$ cat config.mk
export PLATFORM = sky130hd
export DESIGN_NAME = prime_range_enumerator
export DESIGN_NICKNAME = d
export VERILOG_FILES = /design/src/hw/rtl/pre_pkg.sv /design/src/hw/rtl/prime_range_enumerator.sv /design/src/hw/rtl/pre_ctrl.sv /design/src/hw/rtl/pre_dp.sv
export VERILOG_INCLUDE_DIRS = /design/src /design/src/hw/rtl
export SDC_FILE = /design/constraint.sdc
export NUM_CORES = 1
export LEC_CHECK = 0
export BUFFER_PORTS_ARGS = -buffer_cell sky130_fd_sc_hd__buf_4
export CAP_MARGIN = 0
export CORE_UTILIZATION = 46
export CTS_BUF_LIST = sky130_fd_sc_hd__clkbuf_16
export DETAILED_ROUTE_END_ITERATION = 8
export SLEW_MARGIN = 5
export SYNTH_ARGS = -nofsm -noshare
export SYNTH_HDL_FRONTEND = slang
export SYNTH_SLANG_ARGS = --single-unit
$ cat constraint.sdc
create_clock -name aclk -period 7.2 [get_ports aclk]
set_input_delay 0.72 -clock aclk [delete_from_list [all_inputs] [get_ports aclk]]
set_output_delay 0.72 -clock aclk [all_outputs]
set_load 0.005 [all_outputs]
$ cat src/hw/rtl/prime_range_enumerator_defines.svh
// Assertion macros shared by the prime range enumerator RTL.
`ifndef PRIME_RANGE_ENUMERATOR_DEFINES_SVH
`define PRIME_RANGE_ENUMERATOR_DEFINES_SVH

// Same-cycle implication, disabled while reset is asserted.
`define PRE_ASSERT_IMP(label, clk, rstn, ante, cons, msg) \
    label: assert property (@(posedge clk) disable iff (!rstn) (ante) |-> (cons)) \
        else $error(msg);

// Next-cycle implication, disabled while reset is asserted.
`define PRE_ASSERT_NXT(label, clk, rstn, ante, cons, msg) \
    label: assert property (@(posedge clk) disable iff (!rstn) (ante) |=> (cons)) \
        else $error(msg);

`endif

$ cat src/hw/rtl/pre_pkg.sv
// Types and constants shared by the prime range enumerator modules.
package pre_pkg;

    localparam int VALUE_WIDTH_DEF = 16;
    localparam int CFG_INDEX_W     = 2;
    localparam int FIRST_DIVISOR   = 2;

    localparam logic [CFG_INDEX_W-1:0] REG_BOUND_ONE = 2'd0;
    localparam logic [CFG_INDEX_W-1:0] REG_BOUND_TWO = 2'd1;

    typedef enum logic [2:0] {
        ST_IDLE,
        ST_CHECK,
        ST_TEST,
        ST_DIVIDE,
        ST_EVAL,
        ST_DONE
    } state_t;

    typedef struct packed {
        logic start;
        logic test_init;
        logic div_start;
        logic div_step;
        logic next_div;
        logic next_cand;
        logic res_load;
        logic res_found;
        logic out_load;
    } cmd_t;

    typedef struct packed {
        logic cand_lt_hi;
        logic cand_lt_two;
        logic sq_gt_cand;
        logic div_last;
        logic rem_zero;
        logic out_free;
    } sts_t;

endpackage

$ cat src/hw/rtl/prime_range_enumerator.sv
// Top level of the trial-division prime range enumerator.
//
//  channel   direction  handshake            payload
//  s_        in         s_valid / s_ready    s_restart
//  m_        out        m_valid / m_ready    m_prime_value, m_found
//  cfg_      in         cfg_valid/cfg_ready  cfg_index, cfg_wdata
//
// One request is taken at a time. Each candidate is divided by trial divisors d
// (2 up to sqrt(candidate)) in the bit-serial remainder unit, stopping at the first
// divisor that divides it; the divisor loop sets the latency.
// Synchronous active-low reset; no clearing pass. cfg_ready is always high.
// The result word is registered, so a new request is taken while it waits on m_ready.
module prime_range_enumerator #(
    parameter int VALUE_WIDTH = pre_pkg::VALUE_WIDTH_DEF
) (
    input  logic                            aclk,
    input  logic                            aresetn,
    input  logic                            cfg_valid,
    output logic                            cfg_ready,
    input  logic [pre_pkg::CFG_INDEX_W-1:0] cfg_index,
    input  logic [VALUE_WIDTH-1:0]          cfg_wdata,
    input  logic                            s_valid,
    output logic                            s_ready,
    input  logic                            s_restart,
    output logic                            m_valid,
    input  logic                            m_ready,
    output logic [VALUE_WIDTH-1:0]          m_prime_value,
    output logic                            m_found
);

    pre_pkg::cmd_t cmd;
    pre_pkg::sts_t sts;

    pre_ctrl u_ctrl (
        .aclk    (aclk),
        .aresetn (aresetn),
        .s_valid (s_valid),
        .s_ready (s_ready),
        .sts     (sts),
        .cmd     (cmd)
    );

    pre_dp #(
        .VALUE_WIDTH (VALUE_WIDTH)
    ) u_dp (
        .aclk          (aclk),
        .aresetn       (aresetn),
        .cfg_valid     (cfg_valid),
        .cfg_ready     (cfg_ready),
        .cfg_index     (cfg_index),
        .cfg_wdata     (cfg_wdata),
        .s_restart     (s_restart),
        .cmd           (cmd),
        .sts           (sts),
        .m_ready       (m_ready),
        .m_valid       (m_valid),
        .m_prime_value (m_prime_value),
        .m_found       (m_found)
    );

endmodule

$ cat src/hw/rtl/pre_ctrl.sv
// Sequencer for the candidate search and trial division loop.
module pre_ctrl (
    input  logic          aclk,
    input  logic          aresetn,
    input  logic          s_valid,
    output logic          s_ready,
    input  pre_pkg::sts_t sts,
    output pre_pkg::cmd_t cmd
);

    pre_pkg::state_t state_reg;
    pre_pkg::state_t state_next;

    always_ff @(posedge aclk) begin
        if (!aresetn) begin
            state_reg <= pre_pkg::ST_IDLE;
        end else begin
            state_reg <= state_next;
        end
    end

    always_comb begin
        state_next = state_reg;
        case (state_reg)
            pre_pkg::ST_IDLE: begin
                if (s_valid) begin
                    state_next = pre_pkg::ST_CHECK;
                end
            end
            pre_pkg::ST_CHECK: begin
                if (!sts.cand_lt_hi) begin
                    state_next = pre_pkg::ST_DONE;
                end else if (!sts.cand_lt_two) begin
                    state_next = pre_pkg::ST_TEST;
                end
            end
            pre_pkg::ST_TEST: begin
                if (sts.sq_gt_cand) begin
                    state_next = pre_pkg::ST_DONE;
                end else begin
                    state_next = pre_pkg::ST_DIVIDE;
                end
            end
            pre_pkg::ST_DIVIDE: begin
                if (sts.div_last) begin
                    state_next = pre_pkg::ST_EVAL;
                end
            end
            pre_pkg::ST_EVAL: begin
                if (sts.rem_zero) begin
                    state_next = pre_pkg::ST_CHECK;
                end else begin
                    state_next = pre_pkg::ST_TEST;
                end
            end
            pre_pkg::ST_DONE: begin
                if (sts.out_free) begin
                    state_next = pre_pkg::ST_IDLE;
                end
            end
            default: begin
                state_next = pre_pkg::ST_IDLE;
            end
        endcase
    end

    always_comb begin
        cmd     = '0;
        s_ready = 1'b0;
        case (state_reg)
            pre_pkg::ST_IDLE: begin
                s_ready   = 1'b1;
                cmd.start = s_valid;
            end
            pre_pkg::ST_CHECK: begin
                if (!sts.cand_lt_hi) begin
                    cmd.res_load = 1'b1;
                end else if (sts.cand_lt_two) begin
                    cmd.next_cand = 1'b1;
                end else begin
                    cmd.test_init = 1'b1;
                end
            end
            pre_pkg::ST_TEST: begin
                if (sts.sq_gt_cand) begin
                    // no divisor up to the square root: candidate is prime
                    cmd.res_load  = 1'b1;
                    cmd.res_found = 1'b1;
                    cmd.next_cand = 1'b1;
                end else begin
                    cmd.div_start = 1'b1;
                end
            end
            pre_pkg::ST_DIVIDE: begin
                cmd.div_step = 1'b1;
            end
            pre_pkg::ST_EVAL: begin
                if (sts.rem_zero) begin
                    cmd.next_cand = 1'b1;
                end else begin
                    cmd.next_div = 1'b1;
                end
            end
            pre_pkg::ST_DONE: begin
                cmd.out_load = sts.out_free;
            end
            default: begin
                cmd = '0;
            end
        endcase
    end

endmodule

$ cat src/hw/rtl/pre_dp.sv
// Datapath: bounds, candidate, divisor and square, bit-serial remainder, result word.
`include "prime_range_enumerator_defines.svh"

module pre_dp #(
    parameter int VALUE_WIDTH = pre_pkg::VALUE_WIDTH_DEF
) (
    input  logic                            aclk,
    input  logic                            aresetn,
    input  logic                            cfg_valid,
    output logic                            cfg_ready,
    input  logic [pre_pkg::CFG_INDEX_W-1:0] cfg_index,
    input  logic [VALUE_WIDTH-1:0]          cfg_wdata,
    input  logic                            s_restart,
    input  pre_pkg::cmd_t                   cmd,
    output pre_pkg::sts_t                   sts,
    input  logic                            m_ready,
    output logic                            m_valid,
    output logic [VALUE_WIDTH-1:0]          m_prime_value,
    output logic                            m_found
);

    localparam int W  = VALUE_WIDTH;
    localparam int CW = W + 1;
    localparam int DW = (W + 1) / 2 + 2;
    localparam int SW = 2 * DW;
    localparam int NW = $clog2(W);

    logic [W-1:0]  bound_one_reg;
    logic [W-1:0]  bound_two_reg;
    logic [CW-1:0] cand_reg;
    logic          started_reg;
    logic [DW-1:0] div_reg;
    logic [SW-1:0] sq_reg;
    logic [DW-1:0] rem_reg;
    logic [W-1:0]  dvd_reg;
    logic [NW-1:0] cnt_reg;
    logic [W-1:0]  res_value_reg;
    logic          res_found_reg;
    logic          m_valid_reg;
    logic [W-1:0]  m_value_reg;
    logic          m_found_reg;

    logic [W-1:0]  lo;
    logic [W-1:0]  hi;
    logic [SW-1:0] cand_ext;
    logic [DW:0]   trial;
    logic          trial_ge;
    logic          cfg_we;

    assign cfg_ready = 1'b1;
    assign cfg_we    = cfg_valid;

    assign lo = (bound_one_reg < bound_two_reg) ? bound_one_reg : bound_two_reg;
    assign hi = (bound_one_reg < bound_two_reg) ? bound_two_reg : bound_one_reg;

    assign cand_ext = SW'(cand_reg);

    // one restoring division step: shift in the next dividend bit
    assign trial    = {rem_reg, dvd_reg[W-1]};
    assign trial_ge = trial >= (DW + 1)'(div_reg);

    assign sts.cand_lt_hi  = cand_reg < CW'(hi);
    assign sts.cand_lt_two = cand_reg < CW'(pre_pkg::FIRST_DIVISOR);
    assign sts.sq_gt_cand  = sq_reg > cand_ext;
    assign sts.div_last    = cnt_reg == '0;
    assign sts.rem_zero    = rem_reg == '0;
    assign sts.out_free    = !m_valid_reg || m_ready;

    always_ff @(posedge aclk) begin
        if (!aresetn) begin
            bound_one_reg <= '0;
            bound_two_reg <= '0;
            started_reg   <= 1'b0;
            m_valid_reg   <= 1'b0;
        end else begin
            if (cmd.start) begin
                started_reg <= 1'b1;
            end
            if (cfg_we && cfg_index == pre_pkg::REG_BOUND_ONE) begin
                bound_one_reg <= cfg_wdata;
                started_reg   <= 1'b0;
            end else if (cfg_we && cfg_index == pre_pkg::REG_BOUND_TWO) begin
                bound_two_reg <= cfg_wdata;
                started_reg   <= 1'b0;
            end
            if (cmd.out_load) begin
                m_valid_reg <= 1'b1;
            end else if (m_ready) begin
                m_valid_reg <= 1'b0;
            end
        end
    end

    always_ff @(posedge aclk) begin
        if (cmd.start && (s_restart || !started_reg)) begin
            cand_reg <= CW'(lo) + CW'(1);
        end else if (cmd.next_cand) begin
            cand_reg <= cand_reg + CW'(1);
        end
        if (cmd.test_init) begin
            div_reg <= DW'(pre_pkg::FIRST_DIVISOR);
            sq_reg  <= SW'(pre_pkg::FIRST_DIVISOR * pre_pkg::FIRST_DIVISOR);
        end else if (cmd.next_div) begin
            // (d+1)^2 = d^2 + 2d + 1
            div_reg <= div_reg + DW'(1);
            sq_reg  <= sq_reg + SW'({div_reg, 1'b1});
        end
        if (cmd.div_start) begin
            rem_reg <= '0;
            dvd_reg <= cand_reg[W-1:0];
            cnt_reg <= NW'(W - 1);
        end else if (cmd.div_step) begin
            rem_reg <= trial_ge ? DW'(trial - (DW + 1)'(div_reg)) : DW'(trial);
            dvd_reg <= {dvd_reg[W-2:0], 1'b0};
            cnt_reg <= cnt_reg - NW'(1);
        end
        if (cmd.res_load) begin
            res_value_reg <= cmd.res_found ? cand_reg[W-1:0] : '0;
            res_found_reg <= cmd.res_found;
        end
        if (cmd.out_load) begin
            m_value_reg <= res_value_reg;
            m_found_reg <= res_found_reg;
        end
    end

    assign m_valid       = m_valid_reg;
    assign m_prime_value = m_value_reg;
    assign m_found       = m_found_reg;

    `PRE_ASSERT_IMP(a_no_overwrite, aclk, aresetn, cmd.out_load, !m_valid_reg || m_ready,
        "result word overwritten while pending")
    `PRE_ASSERT_IMP(a_prime_in_range, aclk, aresetn, cmd.res_load && cmd.res_found,
        cand_reg < CW'(hi) && cand_reg >= CW'(pre_pkg::FIRST_DIVISOR),
        "reported prime outside the search range")
    `PRE_ASSERT_IMP(a_divisor_valid, aclk, aresetn, cmd.div_step,
        sq_reg <= cand_ext && div_reg >= DW'(pre_pkg::FIRST_DIVISOR),
        "trial divisor beyond square root of candidate")
    `PRE_ASSERT_NXT(a_started, aclk, aresetn, cmd.start && !cfg_we, started_reg,
        "search not marked started after a request")

endmodule

==> run_results.csv, run 1 <==
group,metric,value,unit
run_status,outcome,"finished clean",
timing,setup_viol,0,
synthesis,synth_top_area_share,22.8,%
detailed_routing,viasPerCell,5.53,
critical_path,crit_path_end_kind,"register",
critical_path,critPathMaxFanout,40,
global_route,first_global_vias,6308,
place,place_area,9290,um2
global_route,grt_overflow,0,
die,start_util,47.0,%
detailed_routing,vias,6765,
place,dp_hpwl,15000,um
finish,drive_gt1_share,9.80,%
clock_network,cts_buffer_depth,2,
detailed_routing,ant_nets,0,
synthesis,ys_seq_elements,148,
synthesis,ys_seq_area_share,41.2,%
die,die_h,141,um
synthesis,syn_avg_cell_area,9.26,um2
timing,rsz0062_at_grt,"no",
detailed_routing,drc,0,
finish,final_area,9900,um2
synthesis,ys_types,70,
timing,worstMarginPinSlew,1.12,ns
detailed_routing,wl,20100,um
die,die_w,141,um
timing,fin_crit,5.50,ns
clock_network,cts.sinks,148,
critical_path,critPathLaunchType,"register",
die,row_count,50,
clock_network,cts_max_level,4,
timing,fmax,182,MHz
place,dp_worst_setup_slack,1.69,ns
worst_hold_path,hp-class,"reg2reg",
place,numPortBuffers,42,
clock_network,cts_root_buf,"clkbuf_16",
synthesis,synth_area,8830,um2
critical_path,crit_required,7.26,ns
power_and_ir_drop,powerDensity,397,nW/um2
clock_network,cts_tree,"done",
power_and_ir_drop,ir_worst_vdd,0.204,mV
timing,finalCritPeriodShare,76.4,%
clock_network,ctsHoldBuffers,0,
clock_network,clk_latency,0.43,ns
timing,hold_slack,0.419,ns
die,ios,44,
finish,fillers,1760,
timing,final_max_slew_viol_count,0,
timing,fin_skew,0.0105,ns
place,gp_congestion,0.845,
detailed_routing,wl_per_cell,16.4,um
die,coreArea,18800,um2
clock_network,post_cts_resized,0,
synthesis,synth_edf_count,67,
clock_network,numCtsBuffers,17,
finish,largest_reg_flops,20,
detailed_routing,drtPass1Iterations,5,
synthesis,syn_nets,1049,
global_route,grt_usage,21.9,%
critical_path,worstSetupPathType,"reg2reg",
power_and_ir_drop,p_leak,0.00391,uW
timing,relSlewSlack,25.1,%
finish,syn2layout_area_growth,12.2,%
global_route,grt_pass1_wl,33500,um
synthesis,ys_warn_count,0,
timing,final.setup.worst_slack,1.70,ns
synthesis,synthCells,953,
finish,fin_nets,1073,
die,die-area,19700,um2
timing,hold_viol_final,0,
flow_run,max_cap_viol_count,0,
detailed_routing,drt_iter0_drc,393,
synthesis,async_reset_ff_share,0,%
critical_path,cp.arrival,5.56,ns
clock_network,clkSlewWorstSetupHoldPaths,0.07,ns
global_route,grt_antenna_before_repair,0,
synthesis,synthTopCellsByArea,"edfxtp_1 (23%), dfxtp_1 (18%), ha_1 (9.9%), nand2_1 (5.1%), mux2i_1 (3.5%)",
clock_network,cts_setup_buffers,0,
global_route,grt_max_degree,42,
synthesis,synthFlopType,"dfxtp_1",
finish,diodes,0,
timing,fin_tns_setup,0,ns
synthesis,synth_area_leader_cell,"edfxtp_1",
-- metrics by stage --
step,util (%),power [uW],std cells
CTS,52.8,3960,1224
finish,52.8,3940,1224
global route,52.8,4250,1224
floorplan,-,2580,953
global placement,49.5,3010,1192
detailed placement,49.5,3020,1192
-- synth_stat cells (all sizes together) (11+ instances only) --
cell      n
a21boi   35
a21o     14
a21oi    41
and2     20
clkbuf   32
dfxtp    81
edfxtp   67
ha       70
inv      62
mux2i    31
nand2   121
nand3    25
nand4    28
nor2     71
nor2b    11
nor3     12
nor4     11
o21ai    44
xnor2    27
xor2     14
-- path summary, 6_finish.rpt --
path / slack (ns) / from / cells past startpoint / endpoint
worst min register to register: 0.42 / u_dp.res_value_reg[9] / 0 / u_dp.m_prime_value[9]
worst max-delay path: 1.70 / u_dp.bound_two_reg[6] / 16 / u_dp.cand_reg[16]
worst max register to register: 1.70 / u_dp.bound_two_reg[6] / 16 / u_dp.cand_reg[16]
worst min-delay path: 0.42 / u_dp.res_value_reg[9] / 0 / u_dp.m_prime_value[9]
-- where the power goes --
group / internal [uW] / leakage (uW) / switching [uW]
combinational: 657 / 0.00233 / 968
sequential: 1160 / 0.00128 / 225
clock: 528 / 0.000293 / 401
-- layer usage --
layer,routed length (um),vias up,track usage [%]
met3,775,21,3.83
met1,10100,3136,31.2
met4,291,0,6.98
met2,8880,127,33.6
met5,0,-,0
li1,-,3481,-
-- worst max-delay path: stages (launching register included) --
cell      delay (ns)
dfxtp_1         0.36
inv_1           0.07
ha_1            0.32
and3_1          0.19
o311a_1         0.36
o31ai_4         0.32
and3_4          0.66
mux2i_1         0.17
ha_1            0.22
or4_1           0.54
a211oi_1        0.22
nor2_1          0.11
a211o_1         0.26
or2_2           0.27
o22ai_1         0.23
nor2b_1         0.25
or3_1           0.58
-- cell usage in the layout, fill, tap and decap left out, types with 6 or more instances in the layout --
master     netlist  routed
nand4_1         28      28
o2bb2ai_1        6       6
xor2_1          14      14
a21o_1          14      14
nor4_1           9       9
inv_1           62      62
a2111oi_0        6       6
and2_1          20      20
nand2b_1         9       9
nor3b_1          9       9
and3_1           7       7
mux2i_1         31      31
dfxtp_1         81      81
a211oi_1         7       6
nor2_1          71      71
xnor2_1         27      27
a31oi_1         10      10
a21boi_0        35      35
nand2_1        121     121
o21a_1           6       6
clkbuf_16        0      17
edfxtp_1        67      67
nor3_1          12      12
o21ai_0         43      43
a21oi_1         41      41
nand3_1         25      25
ha_1            70      70
buf_4            1      45
nor2b_1         11      11
-- cells by family after synthesis --
| kind of cell | share of synthesized area, % |
|---|---|
| flops | 41.2 |
| buf+inv | 4.63 |
| mux | 3.64 |
| simple gates | 20.3 |
| other cells | 0.0425 |
| xor+xnor | 4.07 |
| compound gates | 15.7 |
| fa+ha+maj | 10.4 |
-- cell type report --
type | count | area (um2) | area share, %
clock buffers | 17 | 425 | 4.30
clock inverters | 15 | 188 | 1.90
inverters | 62 | 233 | 2.35
multi-input cells | 703 | 4790 | 48.4
flip-flops and latches | 148 | 3630 | 36.7
well taps | 234 | 293 | 2.96
repair buffers | 45 | 338 | 3.41
No activity file was read; power rests on OpenSTA's default activity.
==> run 2, diff against run 1 <==
- clock period: 7.2 -> 5.6 ns (I/O delays scaled with it)
==> run_results.csv, run 2 (same netlist as run 1, synthesis figures left out) <==
group,metric,value,unit
die,ios,44,
power_and_ir_drop,ir_worst_vdd,0.244,mV
timing,hold_viol_final,0,
detailed_routing,wl_per_cell,16.4,um
die,die_w,141,um
critical_path,worstSetupPathType,"reg2reg",
finish,drive_gt1_share,9.76,%
finish,utilization,52.6,%
timing,fmax,196,MHz
clock_network,clkSlewWorstSetupHoldPaths,0.07,ns
critical_path,crit_path_end_kind,"register",
finish,largest_reg_flops,20,
critical_path,critPathMaxStageDelay,0.57,ns
global_route,grt_max_degree,39,
critical_path,critPathMaxFanout,31,
critical_path,cp_top_family,"compound AO/OA/AOI/OAI gates",
flow_run,max_cap_viol_count,0,
critical_path,r2r_end,"u_dp.cand_reg[6]",
die,die-area,19700,um2
critical_path,cp.arrival,5.22,ns
finish,final_common_cell,"nand2_1",
timing,hold_slack,0.390,ns
clock_network,cts.sinks,148,
critical_path,r2r_start,"u_dp.bound_two_reg[5]",
detailed_routing,drc,0,
detailed_routing,vias,6825,
global_route,grt_pass1_wl,33500,um
place,dp_hpwl,15000,um
timing,finalCritPeriodShare,91.2,%
die,die_h,141,um
die,coreArea,18800,um2
clock_network,cts_setup_buffers,0,
finish,syn2layout_area_growth,11.9,%
detailed_routing,drt_iter0_drc,428,
critical_path,crit_required,5.71,ns
detailed_routing,drtPass1Iterations,5,
finish,fin_nets,1077,
power_and_ir_drop,p_total,4970,uW
die,start_util,47.0,%
finish,diodes,0,
detailed_routing,ant_nets,0,
clock_network,numCtsBuffers,17,
timing,setup_viol,0,
clock_network,cts_max_level,4,
clock_network,post_cts_resized,0,
die,row_count,50,
clock_network,cts_root_buf,"clkbuf_16",
critical_path,reg2reg_depth,18,
timing,relSlewSlack,22.6,%
critical_path,path_cells,"inv_1 -> ha_1 -> and3_1 -> o311a_1 -> o31ai_4 -> and3_4 -> mux2i_1 -> ha_1 -> a21o_1 -> a21o_1 -> a211oi_1 -> o21ai_0 -> a211o_1 -> or2_2 -> o22ai_1 -> nor2b_1 -> or3_1 -> buf_4",
timing,final_max_slew_viol_count,0,
critical_path,cp_slowest_cell,"and3_4",
critical_path,crit_start,"u_dp.bound_two_reg[5]",
detailed_routing,wl,20100,um
critical_path,rrSetupSlack,0.50,ns
global_route,grt_overflow,0,
clock_network,clk_latency,0.43,ns
critical_path,crit_buf_inv,2,
worst_hold_path,hp-class,"in2reg",
timing,fin_skew,0.0114,ns
global_route,grt_antenna_before_repair,0,
global_route,grt_usage,21.7,%
worst_hold_path,min-delay-start,"cfg_wdata[11]",
timing,worstMarginPinSlew,1.16,ns
clock_network,ctsHoldBuffers,0,
detailed_routing,viasPerCell,5.56,
critical_path,path_depth,18,
place,gp_congestion,0.836,
critical_path,critPathLaunchType,"register",
global_route,first_global_vias,6297,
timing,fin_tns_setup,0,ns
timing,fin_crit,5.10,ns
finish,layout_common_cells,"nand2_1 (121), dfxtp_1 (81), nor2_1 (71)",
critical_path,critPathCapture,"u_dp.cand_reg[6]",
clock_network,cts_tree,"done",
clock_network,cts_buffer_depth,2,
run_status,outcome,"finished clean",
power_and_ir_drop,powerDensity,503,nW/um2
place,numPortBuffers,42,
timing,rsz0062_at_grt,"no",
power_and_ir_drop,p_leak,0.00390,uW
## run 2: cell types whose count changed in the layout (fill, tap and decap cells not counted), moves of 2 or more
| cell | change |
|---|---|
| clkinv_1 | +3 |
| buf_4 | +4 |
| inv_8 | -5 |
| clkinv_4 | +2 |
## run 2: worst reg2reg max path: cells and delay by family (launching register included)
kind,cells,cell delay (ns)
AOI/OAI and AO/OA,8,1.88
adders and majority gates,2,0.57
buffers and inverters,2,0.29
DFF,1,0.40
muxes,1,0.27
and+or+nand+nor,5,1.39
## run 2: per-layer routing
layer / GRT usage (%) / part of all wire, %
met1: 32.6 / 53
met2: 31.8 / 42
met3: 3.42 / 3.4
met4: 7.04 / 1.6
met5: 0 / 0
## run 2: layout make-up
class	count	area, um2
fill	1794	8890
multi-input combinational	703	4790
tap	234	293
clock inverter	15	129
sequential	148	3630
clock buffer	17	425
inverter	62	233
timing repair buffer	49	368
## run 2: how the worst min path moves through the flow
stage | end | slack (ns) | cells past startpoint
after floorplan | u_dp.m_found | 0.40 | 0
after global placement | u_dp.m_prime_value[13] | 0.40 | 0
after detailed placement | u_dp.m_prime_value[13] | 0.40 | 0
after CTS | u_dp.bound_one_reg[11] | 0.38 | 3
after global routing | u_dp.bound_one_reg[6] | 0.39 | 3
final | u_dp.bound_one_reg[11] | 0.39 | 3
## run 2: stage by stage
stage	area (um2)	instances	setup WS, ns
6_report	9870	1228	0.496
5_1_grt	9870	1228	0.0942
4_1_cts	9870	1228	0.486
3_5_place_dp	9320	1196	0.539
3_3_place_gp	9320	1196	0.659
2_1_floorplan	8830	953	0.128
## run 2: where the power goes
group / total (uW) / switching (uW) / internal [uW]
Clock: 1090 / 478 / 612
Combinational: 2110 / 1250 / 857
Sequential: 1770 / 283 / 1490
==> run 3, diff against run 2 <==
- BUFFER_PORTS_ARGS: -buffer_cell sky130_fd_sc_hd__buf_4 -> -buffer_cell sky130_fd_sc_hd__buf_2
- CORE_ASPECT_RATIO: unset -> 1.75
==> run_results.csv, run 3 (same netlist as run 1, synthesis figures left out) <==
group,metric,value,unit
run_status,outcome,"finished clean",
place,dp_hpwl,16100,um
place,numPortBuffers,42,
timing,fin_tns_setup,0,ns
clock_network,cts_buffer_depth,2,
global_route,grt_max_degree,42,
timing,hold_viol_final,0,
power_and_ir_drop,p_leak,0.00392,uW
clock_network,cts.sinks,148,
finish,fin_nets,1081,
global_route,met3_usage,3.38,%
clock_network,clkSlewWorstSetupHoldPaths,0.06,ns
clock_network,numCtsBuffers,17,
finish,layout_common_cells,"nand2_1 (121), dfxtp_1 (81), nor2_1 (71)",
critical_path,critPathMaxFanout,27,
finish,drive_gt1_share,10.3,%
clock_network,cts_max_level,4,
finish,syn2layout_area_growth,11.6,%
timing,fin_crit,5.12,ns
global_route,grt_pass1_wl,34500,um
detailed_routing,wl,20900,um
finish,fillers,1836,
die,coreArea,18700,um2
critical_path,critPathLaunchType,"register",
timing,worstMarginPinSlew,1.11,ns
detailed_routing,wl_per_cell,16.9,um
global_route,first_global_vias,6834,
worst_hold_path,hp-class,"in2reg",
timing,fmax,195,MHz
die,ios,44,
flow_run,max_cap_viol_count,0,
place,dp_cells,1204,
die,die_h,185,um
finish,final_common_cell,"nand2_1",
global_route,grt_usage,22.8,%
finish,largest_reg_flops,20,
die,row_count,66,
clock_network,clk_latency,0.43,ns
clock_network,cts_tree,"done",
critical_path,worstSetupPathType,"reg2reg",
clock_network,post_cts_resized,0,
finish,instances_no_fill,1236,
timing,fin_skew,0.00518,ns
timing,setup_viol,0,
detailed_routing,vias,6863,
clock_network,cts_root_buf,"clkbuf_16",
global_route,grt-busiest-layer,"met2",
detailed_routing,drtPass1Iterations,4,
critical_path,crit_required,5.74,ns
detailed_routing,ant_nets,0,
die,die_w,107,um
die,start_util,47.3,%
clock_network,ctsHoldBuffers,0,
timing,rsz0062_at_grt,"no",
power_and_ir_drop,powerDensity,514,nW/um2
global_route,grt.met1_usage,23.3,%
global_route,grt_util_met2,43.7,%
detailed_routing,drt_iter0_drc,271,
timing,finalCritPeriodShare,91.3,%
critical_path,cp.arrival,5.25,ns
clock_network,cts_setup_buffers,0,
timing,final_max_slew_viol_count,0,
finish,diodes,0,
detailed_routing,drc,0,
finish,utilization,52.8,%
detailed_routing,viasPerCell,5.55,
die,die-area,19800,um2
place,gp_congestion,0.926,
global_route,grt_overflow,0,
critical_path,crit_path_end_kind,"register",
global_route,grt_antenna_before_repair,0,
timing,relSlewSlack,25.5,%
power_and_ir_drop,ir_worst_vdd,0.577,mV
==> run 3: report_power, final <==
group	switching (uW)	internal, uW
logic	1240	866
registers	321	1490
clock network	456	696
total	2020	3050
==> run 3: stage by stage <==
stage	hold slack, ns	total power (uW)	setup WS, ns	area [um2]
after floorplan	0.400	3310	0.128	8830
after global placement	0.402	3920	0.651	9260
after detailed placement	0.405	3940	0.561	9260
after CTS	0.375	5110	0.521	9850
after global routing	0.390	5470	0.0788	9850
final	0.389	5070	0.485	9850
==> run 3: path summary, 6_finish.rpt <==
path / from / to / slack [ns] / depth (start not counted)
max: u_dp.bound_two_reg[13] / u_dp.cand_reg[11] / 0.48 / 17
min: cfg_wdata[4] / u_dp.bound_one_reg[4] / 0.39 / 3
max reg2reg: u_dp.bound_two_reg[13] / u_dp.cand_reg[11] / 0.48 / 17
min reg2reg: u_dp.res_value_reg[3] / u_dp.m_prime_value[3] / 0.42 / 0
==> run 3: routing by layer <==
metal,share of wire [%],wire length [um]
met2,56,11600
met1,38,7960
met3,2.1,441
met4,4.3,892
met5,0,0
==> run 3: critical path, stage by stage, from the launching register on <==
cell	delay (ns)
dfxtp_1	0.36
inv_1	0.05
ha_1	0.30
a21oi_1	0.15
nor2b_1	0.06
o21ai_0	0.67
and3_4	0.63
mux2i_1	0.14
ha_1	0.21
or4_1	0.55
a211oi_1	0.23
nor2_1	0.13
a211o_1	0.25
or2_2	0.27
o22ai_1	0.21
nor2b_1	0.26
or3_1	0.19
buf_12	0.17
==> run 3: area by class of cell <==
type,count,area (um2),share of cell area [%]
well taps,238,298,3.02
inverters,62,233,2.36
repair buffers,53,305,3.10
flip-flops and latches,148,3630,36.9
multi-input cells,703,4790,48.6
clock buffers,17,425,4.32
clock inverters,15,166,1.69
